===== src/rtl/isl_pkg.sv =====
`timescale 1ns / 1ps

package isl_pkg;

  localparam int unsigned CapacityDefault = 16;

  localparam int unsigned IndexWidth = 8;
  localparam int unsigned WordWidth  = 32;
  localparam int unsigned CountWidth = 9;
  localparam int unsigned OpWidth    = 3;
  localparam int unsigned StatWidth  = 2;

  localparam logic [OpWidth-1:0] OP_APPEND    = 3'd0;
  localparam logic [OpWidth-1:0] OP_REMOVE_LAST = 3'd1;
  localparam logic [OpWidth-1:0] OP_INSERT    = 3'd2;
  localparam logic [OpWidth-1:0] OP_REMOVE_AT = 3'd3;
  localparam logic [OpWidth-1:0] OP_READ      = 3'd4;
  localparam logic [OpWidth-1:0] OP_WRITE     = 3'd5;
  localparam logic [OpWidth-1:0] OP_CLEAR     = 3'd6;

  localparam logic [StatWidth-1:0] ST_OK      = 2'd0;
  localparam logic [StatWidth-1:0] ST_INVALID = 2'd1;
  localparam logic [StatWidth-1:0] ST_FULL    = 2'd2;
  localparam logic [StatWidth-1:0] ST_EMPTY   = 2'd3;

  typedef struct packed {
    logic capture;
    logic exec;
  } cmd_t;

  typedef struct packed {
    logic [OpWidth-1:0]    req_type;
    logic [IndexWidth-1:0] index;
    logic [WordWidth-1:0]  value;
  } req_t;

  typedef struct packed {
    logic signed [WordWidth-1:0] read_value;
    logic [StatWidth-1:0]        status;
    logic [CountWidth-1:0]       count;
  } rsp_t;

endpackage


===== src/rtl/isl_ctrl.sv =====
`timescale 1ns / 1ps

module isl_ctrl (
  input  logic          clk_i,
  input  logic          rst_ni,
  input  logic          in_valid_i,
  output logic          in_ready_o,
  output logic          out_valid_o,
  input  logic          out_ready_i,
  output isl_pkg::cmd_t cmd_o
);

  localparam logic S_IDLE = 1'b0;
  localparam logic S_EXEC = 1'b1;

  logic state_q, state_d;
  logic out_valid_q, out_valid_d;
  logic out_free;

  assign out_free   = !out_valid_q || out_ready_i;
  assign in_ready_o = (state_q == S_IDLE);
  assign out_valid_o = out_valid_q;

  always_comb begin
    state_d     = state_q;
    out_valid_d = out_valid_q;
    cmd_o       = '0;
    if (out_valid_q && out_ready_i) begin
      out_valid_d = 1'b0;
    end
    unique case (state_q)
      S_IDLE: begin
        if (in_valid_i) begin
          cmd_o.capture = 1'b1;
          state_d       = S_EXEC;
        end
      end
      S_EXEC: begin
        if (out_free) begin
          cmd_o.exec  = 1'b1;
          out_valid_d = 1'b1;
          state_d     = S_IDLE;
        end
      end
      default: begin
        state_d = S_IDLE;
      end
    endcase
  end

  always_ff @(posedge clk_i or negedge rst_ni) begin
    if (!rst_ni) begin
      state_q     <= S_IDLE;
      out_valid_q <= 1'b0;
    end else begin
      state_q     <= state_d;
      out_valid_q <= out_valid_d;
    end
  end

  a_accept_to_exec: assert property (@(posedge clk_i) disable iff (!rst_ni)
    (in_valid_i && in_ready_o) |=> (state_q == S_EXEC))
    else $error("accepted request did not start execution");

  a_exec_loads_out: assert property (@(posedge clk_i) disable iff (!rst_ni)
    cmd_o.exec |=> out_valid_q)
    else $error("executed request produced no result");

  a_exec_only_free: assert property (@(posedge clk_i) disable iff (!rst_ni)
    cmd_o.exec |-> (state_q == S_EXEC) && out_free)
    else $error("result overwritten while still pending");

  a_no_double_cmd: assert property (@(posedge clk_i) disable iff (!rst_ni)
    !(cmd_o.exec && cmd_o.capture))
    else $error("capture and execute in one cycle");

endmodule


===== src/rtl/isl_dp.sv =====
`timescale 1ns / 1ps

module isl_dp #(
  parameter int unsigned CAPACITY = isl_pkg::CapacityDefault
) (
  input  logic          clk_i,
  input  logic          rst_ni,
  input  isl_pkg::cmd_t cmd_i,
  input  isl_pkg::req_t req_i,
  output isl_pkg::rsp_t rsp_o
);

  localparam int unsigned CW = $clog2(CAPACITY + 1);
  localparam int unsigned IW = (CAPACITY > 1) ? $clog2(CAPACITY) : 1;
  localparam logic [isl_pkg::CountWidth-1:0] Cap9 = isl_pkg::CountWidth'(CAPACITY);

  isl_pkg::req_t req_q;
  isl_pkg::rsp_t rsp_q, rsp_d;
  logic [CW-1:0] count_q, count_d;
  logic [isl_pkg::WordWidth-1:0] cells_q [CAPACITY];

  logic [isl_pkg::CountWidth-1:0] n9, idx9;
  logic idx_ok, is_full, is_empty;
  logic do_append, do_insert, do_remove, do_write;
  logic [IW-1:0] idx_sel;

  assign n9       = isl_pkg::CountWidth'(count_q);
  assign idx9     = isl_pkg::CountWidth'(req_q.index);
  assign idx_ok   = idx9 < n9;
  assign is_full  = (n9 == Cap9);
  assign is_empty = (n9 == '0);
  assign idx_sel  = req_q.index[IW-1:0];

  always_comb begin
    count_d   = count_q;
    rsp_d     = rsp_q;
    do_append = 1'b0;
    do_insert = 1'b0;
    do_remove = 1'b0;
    do_write  = 1'b0;
    if (cmd_i.exec) begin
      rsp_d.read_value = '0;
      rsp_d.status     = isl_pkg::ST_OK;
      unique case (req_q.req_type)
        isl_pkg::OP_APPEND: begin
          if (is_full) begin
            rsp_d.status = isl_pkg::ST_FULL;
          end else begin
            do_append = 1'b1;
            count_d   = count_q + 1'b1;
          end
        end
        isl_pkg::OP_REMOVE_LAST: begin
          if (is_empty) begin
            rsp_d.status = isl_pkg::ST_EMPTY;
          end else begin
            count_d = count_q - 1'b1;
          end
        end
        isl_pkg::OP_INSERT: begin
          if (!idx_ok) begin
            rsp_d.status = isl_pkg::ST_INVALID;
          end else if (is_full) begin
            rsp_d.status = isl_pkg::ST_FULL;
          end else begin
            do_insert = 1'b1;
            count_d   = count_q + 1'b1;
          end
        end
        isl_pkg::OP_REMOVE_AT: begin
          if (!idx_ok) begin
            rsp_d.status = isl_pkg::ST_INVALID;
          end else begin
            do_remove = 1'b1;
            count_d   = count_q - 1'b1;
          end
        end
        isl_pkg::OP_READ: begin
          if (!idx_ok) begin
            rsp_d.status     = isl_pkg::ST_INVALID;
            rsp_d.read_value = '1;
          end else begin
            rsp_d.read_value = cells_q[idx_sel];
          end
        end
        isl_pkg::OP_WRITE: begin
          if (!idx_ok) begin
            rsp_d.status = isl_pkg::ST_INVALID;
          end else begin
            do_write = 1'b1;
          end
        end
        isl_pkg::OP_CLEAR: begin
          count_d = '0;
        end
        default: begin
        end
      endcase
      rsp_d.count = isl_pkg::CountWidth'(count_d);
    end
  end

  for (genvar i = 0; i < CAPACITY; i++) begin : g_cell
    localparam logic [isl_pkg::CountWidth-1:0] Pos = isl_pkg::CountWidth'(i);
    logic [isl_pkg::WordWidth-1:0] below, above;
    if (i > 0) begin : g_below
      assign below = cells_q[i-1];
    end else begin : g_no_below
      assign below = req_q.value;
    end
    if (i < CAPACITY - 1) begin : g_above
      assign above = cells_q[i+1];
    end else begin : g_no_above
      assign above = cells_q[i];
    end
    always_ff @(posedge clk_i) begin
      if ((do_append && (Pos == n9)) || ((do_insert || do_write) && (Pos == idx9))) begin
        cells_q[i] <= req_q.value;
      end else if (do_insert && (Pos > idx9) && (Pos <= n9)) begin
        cells_q[i] <= below;
      end else if (do_remove && (Pos >= idx9) && (Pos + 1'b1 < n9)) begin
        cells_q[i] <= above;
      end
    end
  end

  always_ff @(posedge clk_i) begin
    if (cmd_i.capture) begin
      req_q <= req_i;
    end
    rsp_q <= rsp_d;
  end

  always_ff @(posedge clk_i or negedge rst_ni) begin
    if (!rst_ni) begin
      count_q <= '0;
    end else begin
      count_q <= count_d;
    end
  end

  assign rsp_o = rsp_q;

endmodule


===== src/rtl/indexed_shift_list_top.sv =====
`timescale 1ns / 1ps

// Ordered list of signed 32-bit words with a fixed capacity of CAPACITY entries.
// Slave channel s_axis carries one request: append, remove last, insert at index,
// remove at index, read, write or clear. Master channel m_axis returns exactly one
// response per request with the read word, a status code and the count afterwards.
// A request is taken in the idle state and executed in the execute state once the
// output register is free; all entries shift at once and the response is registered.
// A new request is not accepted until the previous one has executed, set by the
// capture/execute sequence of the controller.
// Reset empties the list (count zero); stored words are not cleared and cannot be
// read before they are written.
// While the receiver stalls, the pending response is held in the output register;
// one more request is accepted and held in the execute state, and s_axis_tready
// then stays low until the held response is taken.
module indexed_shift_list_top #(
  parameter int unsigned CAPACITY = isl_pkg::CapacityDefault
) (
  input  logic        clk_i,
  input  logic        rst_ni,
  input  logic        s_axis_tvalid,
  output logic        s_axis_tready,
  input  logic [47:0] s_axis_tdata,  // req_type[2:0], index[10:3], value[42:11], zero fill
  output logic        m_axis_tvalid,
  input  logic        m_axis_tready,
  output logic [47:0] m_axis_tdata   // read_value[31:0], status[33:32], count[42:34], zero fill
);

  isl_pkg::cmd_t cmd;
  isl_pkg::req_t req;
  isl_pkg::rsp_t rsp;

  assign req.req_type = s_axis_tdata[2:0];
  assign req.index    = s_axis_tdata[10:3];
  assign req.value    = s_axis_tdata[42:11];

  assign m_axis_tdata = {5'd0, rsp.count, rsp.status, rsp.read_value};

  isl_ctrl u_ctrl (
    .clk_i       (clk_i),
    .rst_ni      (rst_ni),
    .in_valid_i  (s_axis_tvalid),
    .in_ready_o  (s_axis_tready),
    .out_valid_o (m_axis_tvalid),
    .out_ready_i (m_axis_tready),
    .cmd_o       (cmd)
  );

  isl_dp #(
    .CAPACITY (CAPACITY)
  ) u_dp (
    .clk_i  (clk_i),
    .rst_ni (rst_ni),
    .cmd_i  (cmd),
    .req_i  (req),
    .rsp_o  (rsp)
  );

endmodule


===== config.mk =====
export PLATFORM = sky130hd
export DESIGN_NAME = indexed_shift_list_top
export DESIGN_NICKNAME = d
export VERILOG_FILES = /design/src/rtl/isl_pkg.sv /design/src/rtl/isl_ctrl.sv /design/src/rtl/isl_dp.sv /design/src/rtl/indexed_shift_list_top.sv
export SDC_FILE = /design/constraint.sdc
export NUM_CORES = 1
export LEC_CHECK = 0
export ABC_AREA = 1
export BUFFER_PORTS_ARGS = -buffer_cell sky130_fd_sc_hd__buf_2
export CAP_MARGIN = 40
export CELL_PAD_IN_SITES_DETAIL_PLACEMENT = 1
export CELL_PAD_IN_SITES_GLOBAL_PLACEMENT = 1
export CORE_MARGIN = 4
export CORE_UTILIZATION = 53
export CTS_BUF_LIST = sky130_fd_sc_hd__clkbuf_8
export DETAILED_ROUTE_END_ITERATION = 6
export PLACE_DENSITY_LB_ADDON = 0.05
export REMOVE_ABC_BUFFERS = 1
export SYNTH_ARGS = -nofsm -noshare
export SYNTH_HDL_FRONTEND = slang
export SYNTH_SLANG_ARGS = --single-unit

===== constraint.sdc =====
create_clock -name clk_i -period 11.4 [get_ports clk_i]
set_input_delay 1.14 -clock clk_i [delete_from_list [all_inputs] [get_ports clk_i]]
set_output_delay 1.14 -clock clk_i [all_outputs]
set_load 0.05 [all_outputs]

==> results of run 1 <==
## registers in the layout, indices dropped and copies added, names as in the netlist, named ones only
signal	cells
u_ctrl.out_valid_o	1
u_ctrl.state_q	1
u_dp.cells_q	512
u_dp.count_q	5
u_dp.g_cell.below	32
u_dp.idx9	8
u_dp.req_q	3
u_dp.rsp_o	39
## power by group
part / internal (mW) / switching [mW]
clock network: 0.932 / 0.989
registers: 2.65 / 0.183
logic: 0.565 / 1.49
total: 4.14 / 2.66
## cell families (layout without fill, tap and decap cells)
group,Yosys count,after routing,synth area share
AO/OA/AOI/OAI,1608,1608,0.235
XOR/XNOR,5,5,0.00122
adder cells (fa/ha/maj),9,9,0.00314
buffers and inverters,971,974,0.109
flip-flops,605,605,0.505
multiplexers,1,1,0.000280
other,1,13,0.000105
AND/OR/NAND/NOR,1262,1262,0.146
## cell usage after synthesis (2+ instances only)
cell	n	share of area
nand2_1	937	0.098
o21ai_0	875	0.12
inv_1	603	0.063
edfxtp_1	594	0.50
a21oi_1	331	0.046
o21ai_1	227	0.032
clkbuf_1	184	0.019
nand3_1	180	0.025
buf_2	107	0.015
o211ai_1	95	0.020
nor2_1	91	0.0095
buf_1	40	0.0042
a31oi_1	35	0.0061
o22ai_1	32	0.0056
buf_4	20	0.0042
nand4_1	20	0.0035
ha_1	9	0.0031
o2111ai_1	8	0.0020
dfrtp_1	7	0.0049
nor3_1	7	0.00098
nand3_2	6	0.0017
buf_6	5	0.0016
inv_2	5	0.00052
xor2_1	5	0.0012
clkinv_1	4	0.00042
dfxtp_1	4	0.0022
nand2_4	3	0.00094
nand3_4	3	0.0015
nor2_4	3	0.00094
a21boi_0	2	0.00042
clkbuf_2	2	0.00028
nand2_2	2	0.00035
nand3b_1	2	0.00042
nor2_2	2	0.00035
## worst max path at each step
stage | slack [ns] | to | depth (start not counted) | startpoint
after floorplan | 0.86 | u_dp.rsp_o[11] | 5 | flop
after global placement | 5.68 | u_dp.cells_q[5][31] | 15 | u_dp.count_q[2]
after detailed placement | 5.74 | u_dp.cells_q[5][31] | 16 | u_dp.count_q[2]
after CTS | 5.71 | u_dp.cells_q[5][14] | 16 | u_dp.count_q[2]
after global routing | 5.45 | u_dp.cells_q[5][5] | 16 | u_dp.count_q[2]
final | 5.47 | u_dp.cells_q[5][5] | 16 | u_dp.count_q[2]
## cell type report
class | instances | share of cell area
clock inverter | 83 | 0.0106
tap | 873 | 0.0281
clock buffer | 109 | 0.0386
timing repair buffer | 170 | 0.0349
multi-input combinational | 2894 | 0.363
inverter | 612 | 0.0593
antenna | 4 | 0.000257
sequential | 605 | 0.466
## layer usage
layer	track usage	vias up	routed length (µm)
li1	-	15100	-
met1	0.528	17300	54800
met2	0.638	2471	65900
met3	0.0982	597	19400
met4	0.207	2	8600
met5	0	-	10
## stage by stage
| step | util | hold slack (ns) | power, mW |
|---|---|---|---|
| final | 0.580 | 0.229 | 6.81 |
| after global routing | 0.580 | 0.214 | 7.11 |
| after CTS | 0.580 | 0.169 | 6.77 |
| after detailed placement | 0.551 | 0.487 | 4.86 |
| after global placement | 0.545 | 0.485 | 4.73 |
| after floorplan | - | 0.519 | 4.14 |
## worst reg2reg max path, delay by kind of cell, from the launching register on
kind                     cells  cell delay, ns
buffers and inverters        7            2.79
AND/OR/NAND/NOR              8            1.80
flip-flops                   1            0.61
adder cells (fa/ha/maj)      1            0.31
==> run metrics, run 1 <==
Multi-input gate area 0.0141 mm²; total CTS buffers 109; post-CTS sizing 0; Post-DP Area 0.0370 mm²; Final Hold Fails 0; H-Tree Depth 3; Max-Cap Viols 0; GR Overflow Total 0; sequential standard cell area 0.0181 mm²; Leakage 16.6 nW; Final Instance Area 0.0389 mm²; peak supply drop 0.000171 V; # setup viols final 0; Startpoint Class flop; slowest cell delay on critical path 0.71 ns; IO Count 102; slew of the pin with the lowest slew margin 1.02 ns; CP delay by family, top buffers and inverters; Worst EP required 11.76 ns; vias in the first global route 35900; Worst-path clk slew 0.06 ns; period utilization 0.521; Hold WC Path Type input pin to asynchronous set/reset pin; Synth Register Bits 605; DRC viols 0; crit path buf inv count 7; run status finished clean; via count 35400; dpl hpwl 82000 µm; Iter 0 DRT Violations 4873; setup bufs post-CTS 0; post-route setup slack 5.47 ns; RR Endpoint u_dp.cells_q[5][5]; worst reg2reg setup slack 5.47 ns; FFs w/ async S/R, synth 0.0116; First-pass DRT Iterations 6; number of port buffers 87; Crit. End Element flop; cells after synthesis 4462; vias per cell 6.62; first-pass GRT wire length 219000 µm; Clk Latency, worst-skew pair 0.76 ns; minimum clock period 5.93 ns; Yosys cell types 46; RSZ-0062 raised after global routing false; top_reg_cell synth edfxtp_1; Clock Skew 0.0472 ns; ANT nets after route 0; Hold Buf Count CTS 0; WL/cell 27.8 µm; root cell of the clock tree clkbuf_8; Avg Cell Area, Syn 8.02 µm²; antenna violations before repair 4; die area 0.0718 mm²; Area Overhead vs Synth 8.60%; placer congestion estimate 0.855; Mapped Area 0.0358 mm²; fmax 169 MHz; Slew Limit Fails 0; share of cells above drive strength 1 0.0820; kind of critical path flop to flop; worst reg2reg path depth 16; count of standard-cell rows 95; post-synthesis sequential area ratio 0.505; relative slew slack 0.320; largest net degree at the start of global routing 85; worst r2r src u_dp.count_q[2]; dpl cells 5154; CTS Buffer Depth 3; WL final 149000 µm; Initial Utilization 0.534; CTS tree built; synth warn 0; critical-path cell list inv_1 > ha_1 > nand2_1 > inv_1 > nand2_1 > nand2_1 > nand2_1 > nand2_2 > buf_4 > nor2_8 > buf_12 > buf_4 > nand2_1 > buf_4 > nand4_1 > buf_4; Arr. time, crit path 6.29 ns; number of flops mapped to enable cells by yosys 594; Die Wd 268 µm; fill count 8208; total global-route track usage 0.406; # nets final 4453; TNS Setup 0 ns; commonest non-fill, non-tap cell in the layout nand2_1; most frequent cell on the critical path nand2_1; final non-filler cell total 5350; PwrDens 175 mW/mm²; Die Ht 268 µm; Critical Path Fanout Max 44; pre-CTS WS 5.74 ns; Sink Count 605; CP max stage cell buf_4; core area 0.0670 mm²; most frequent cells in the layout nand2_1, o21ai_0, inv_1
(Power assumes the default switching activity.)
==> run 2: changes to the inputs <==
--- a/config.mk
+++ b/config.mk
@@ -5,13 +5,13 @@
 export SDC_FILE = /design/constraint.sdc
 export NUM_CORES = 1
 export LEC_CHECK = 0
-export ABC_AREA = 1
+export ABC_AREA = 0
 export BUFFER_PORTS_ARGS = -buffer_cell sky130_fd_sc_hd__buf_2
 export CAP_MARGIN = 40
 export CELL_PAD_IN_SITES_DETAIL_PLACEMENT = 1
 export CELL_PAD_IN_SITES_GLOBAL_PLACEMENT = 1
 export CORE_MARGIN = 4
-export CORE_UTILIZATION = 53
+export CORE_UTILIZATION = 54
 export CTS_BUF_LIST = sky130_fd_sc_hd__clkbuf_8
 export DETAILED_ROUTE_END_ITERATION = 6
 export PLACE_DENSITY_LB_ADDON = 0.05
==> constraint.sdc (replaced) <==
create_clock -name clk_i -period 6 [get_ports clk_i]
set_input_delay 0.6 -clock clk_i [delete_from_list [all_inputs] [get_ports clk_i]]
set_output_delay 0.6 -clock clk_i [all_outputs]
set_load 0.05 [all_outputs]
==> run metrics, run 2 <==
run status finished clean; Logic pwr share 0.269; via count 26700; largest net degree at the start of global routing 66; WL/cell 33.1 µm; Internal Power 7.91 mW; met1 usage 0.524; minimum clock period 4.61 ns; post-synth top area share 0.522; largest area contributor in the netlist edfxtp_1; Clock Skew 0.0370 ns; Worst EP required 6.35 ns; Synth area leaders edfxtp_1, mux2i_1, mux4_2, nand2_1, o21ai_0; global-route track usage on met3 0.0784; total global-route track usage 0.373; count of standard-cell rows 91; vias per cell 7.04; Util after Layout 0.609; core area 0.0622 mm²; Hold WC Path Type input pin to flop; most frequent cells after synthesis edfxtp_1, nand2_1, mux2i_1; post-synthesis sequential area ratio 0.530; dpl hpwl 74300 µm; Initial Utilization 0.550; worst r2r src u_dp.count_q[3]; P_sw 4.16 mW; placer congestion estimate 0.941; CTS tree built; share of cells above drive strength 1 0.199; max reg flops 512; hold_sp s_axis_tdata[33]; period utilization 0.769; WHS Path Cells 1; Final Hold Fails 0; met2 usage 0.581; FFs w/ async S/R, synth 0.0116; hold_ws 0.0367 ns; Max-Cap Viols 0; Final Instance Area 0.0379 mm²; fmax 217 MHz; Avg Cell Area, Syn 12.1 µm²; Tot Pwr 12.1 mW; Synth Register Bits 605; worst reg2reg path depth 8; Reg power frac 0.445; GR Overflow Total 0; Iter 0 DRT Violations 3315; peak supply drop 0.000378 V; crit path buf inv count 2; # nets final 2947; largest reg by FF count u_dp.cells_q; # setup viols final 0; most frequent cells in the layout edfxtp_1, nand2_1, mux2i_1; Critical Path Fanout Max 34; slew of the pin with the lowest slew margin 0.983 ns; worst reg2reg setup slack 1.39 ns; number of port buffers 87; RR Endpoint u_dp.cells_q[2][16]; vias in the first global route 27700; H-Tree Depth 3; Die Wd 260 µm; RSZ-0062 raised after global routing false; commonest non-fill, non-tap cell in the layout edfxtp_1; Die Ht 260 µm; Clk network pwr share 0.286; First-pass DRT Iterations 5; CP max stage cell and4_2; most common cell in the synthesized netlist edfxtp_1; Crit. End Element flop; total CTS buffers 106; Leakage 13.7 nW; Worst-path clk slew 0.06 ns; Startpoint Class flop; Net Sw Frac 0.345; Post-DP Area 0.0358 mm²; critical-path cell list inv_1 > ha_1 > a21oi_1 > o21ai_1 > a21oi_1 > and4_2 > nand4b_1 > buf_4; setup bufs post-CTS 0; first-pass GRT wire length 186000 µm; hold endpoint u_dp.g_cell[0].below[22]; IO Count 102; number of flops mapped to enable cells by yosys 594; relative slew slack 0.345; ANT nets after route 0; WL final 126000 µm; cells after synthesis 2833; DRC viols 0; Sink Count 605; CP delay by family, top simple AND/OR/NAND/NOR gates; PwrDens 319 mW/mm²; Area Overhead vs Synth 10.8%; Clk Latency, worst-skew pair 0.75 ns; most frequent cell on the critical path a21oi_1; top_reg_cell synth edfxtp_1; slowest cell delay on critical path 0.91 ns; synth warn 0; critical path launch point u_dp.count_q[3]; Yosys cell types 83; Mapped Area 0.0342 mm²; Slew Limit Fails 0; Arr. time, crit path 4.97 ns; CTS Buffer Depth 3; kind of critical path flop to flop; die area 0.0674 mm²; antenna violations before repair 2; root cell of the clock tree clkbuf_8; grt peak-use layer met2
[run 2: metal layers]
| metal | part of all wire | vias to the layer above | wire (µm) |
|---|---|---|---|
| li1 | - | 10900 | - |
| met1 | 0.39 | 13800 | 49500 |
| met2 | 0.46 | 1757 | 57800 |
| met3 | 0.11 | 336 | 13900 |
| met4 | 0.037 | 0 | 4660 |
| met5 | 0 | - | 0 |
[run 2: cells by family after synthesis]
family	after synthesis	share of synthesized area
muxes	612	0.240
adders and majority gates	9	0.00330
and+or+nand+nor	746	0.0927
xor gates and xnor gates	2	0.000513
DFF	605	0.530
buffers and inverters	276	0.0352
AOI/OAI and AO/OA	582	0.0982
other	1	0.000110
[run 2: worst max-delay path by stage]
stage                          endpoint  depth (start not counted)
finish              u_dp.cells_q[2][16]                          8
global route        u_dp.cells_q[2][16]                          8
CTS                  u_dp.cells_q[2][2]                          8
detailed placement  u_dp.cells_q[2][16]                          8
global placement    u_dp.cells_q[3][19]                          8
floorplan            u_dp.cells_q[1][0]                          7
[run 2: what timing repair did]
action,in CTS,in global routing
hold buffers,20,0
endpoints found under the hold margin,26,0
resized for setup,0,0
setup endpoints to repair,0,0
[run 2: area by class of cell]
cell class | instances | area, µm²
Tap cell | 837 | 1050
Inverter | 11 | 41.3
Multi-Input combinational cell | 1960 | 15200
Clock buffer | 106 | 1460
Antenna cell | 2 | 5.00
Timing Repair Buffer | 202 | 1620
Clock inverter | 76 | 354
Sequential cell | 605 | 18100
Fill cell | 6289 | 24300
[run 2: power by group through the flow]
stage / clock network [mW] / logic (mW) / registers [mW]
2_1_floorplan: 0 / 1.81 / 5.86
4_1_cts: 3.49 / 3.22 / 5.37
3_3_place_gp: 0 / 2.99 / 5.51
3_5_place_dp: 0 / 3.20 / 5.45
5_1_grt: 3.69 / 3.44 / 5.41
6_report: 3.45 / 3.25 / 5.38
[run 2: metrics by stage]
| step | std cells | TNS (ns) | setup WS (ns) |
|---|---|---|---|
| 3_3_place_gp | 3578 | 0 | 1.56 |
| 6_report | 3799 | 0 | 1.39 |
| 2_1_floorplan | 2576 | -400.62 | -2.06 |
| 4_1_cts | 3797 | 0 | 1.51 |
| 5_1_grt | 3798 | 0 | 1.16 |
| 3_5_place_dp | 3595 | 0 | 1.55 |
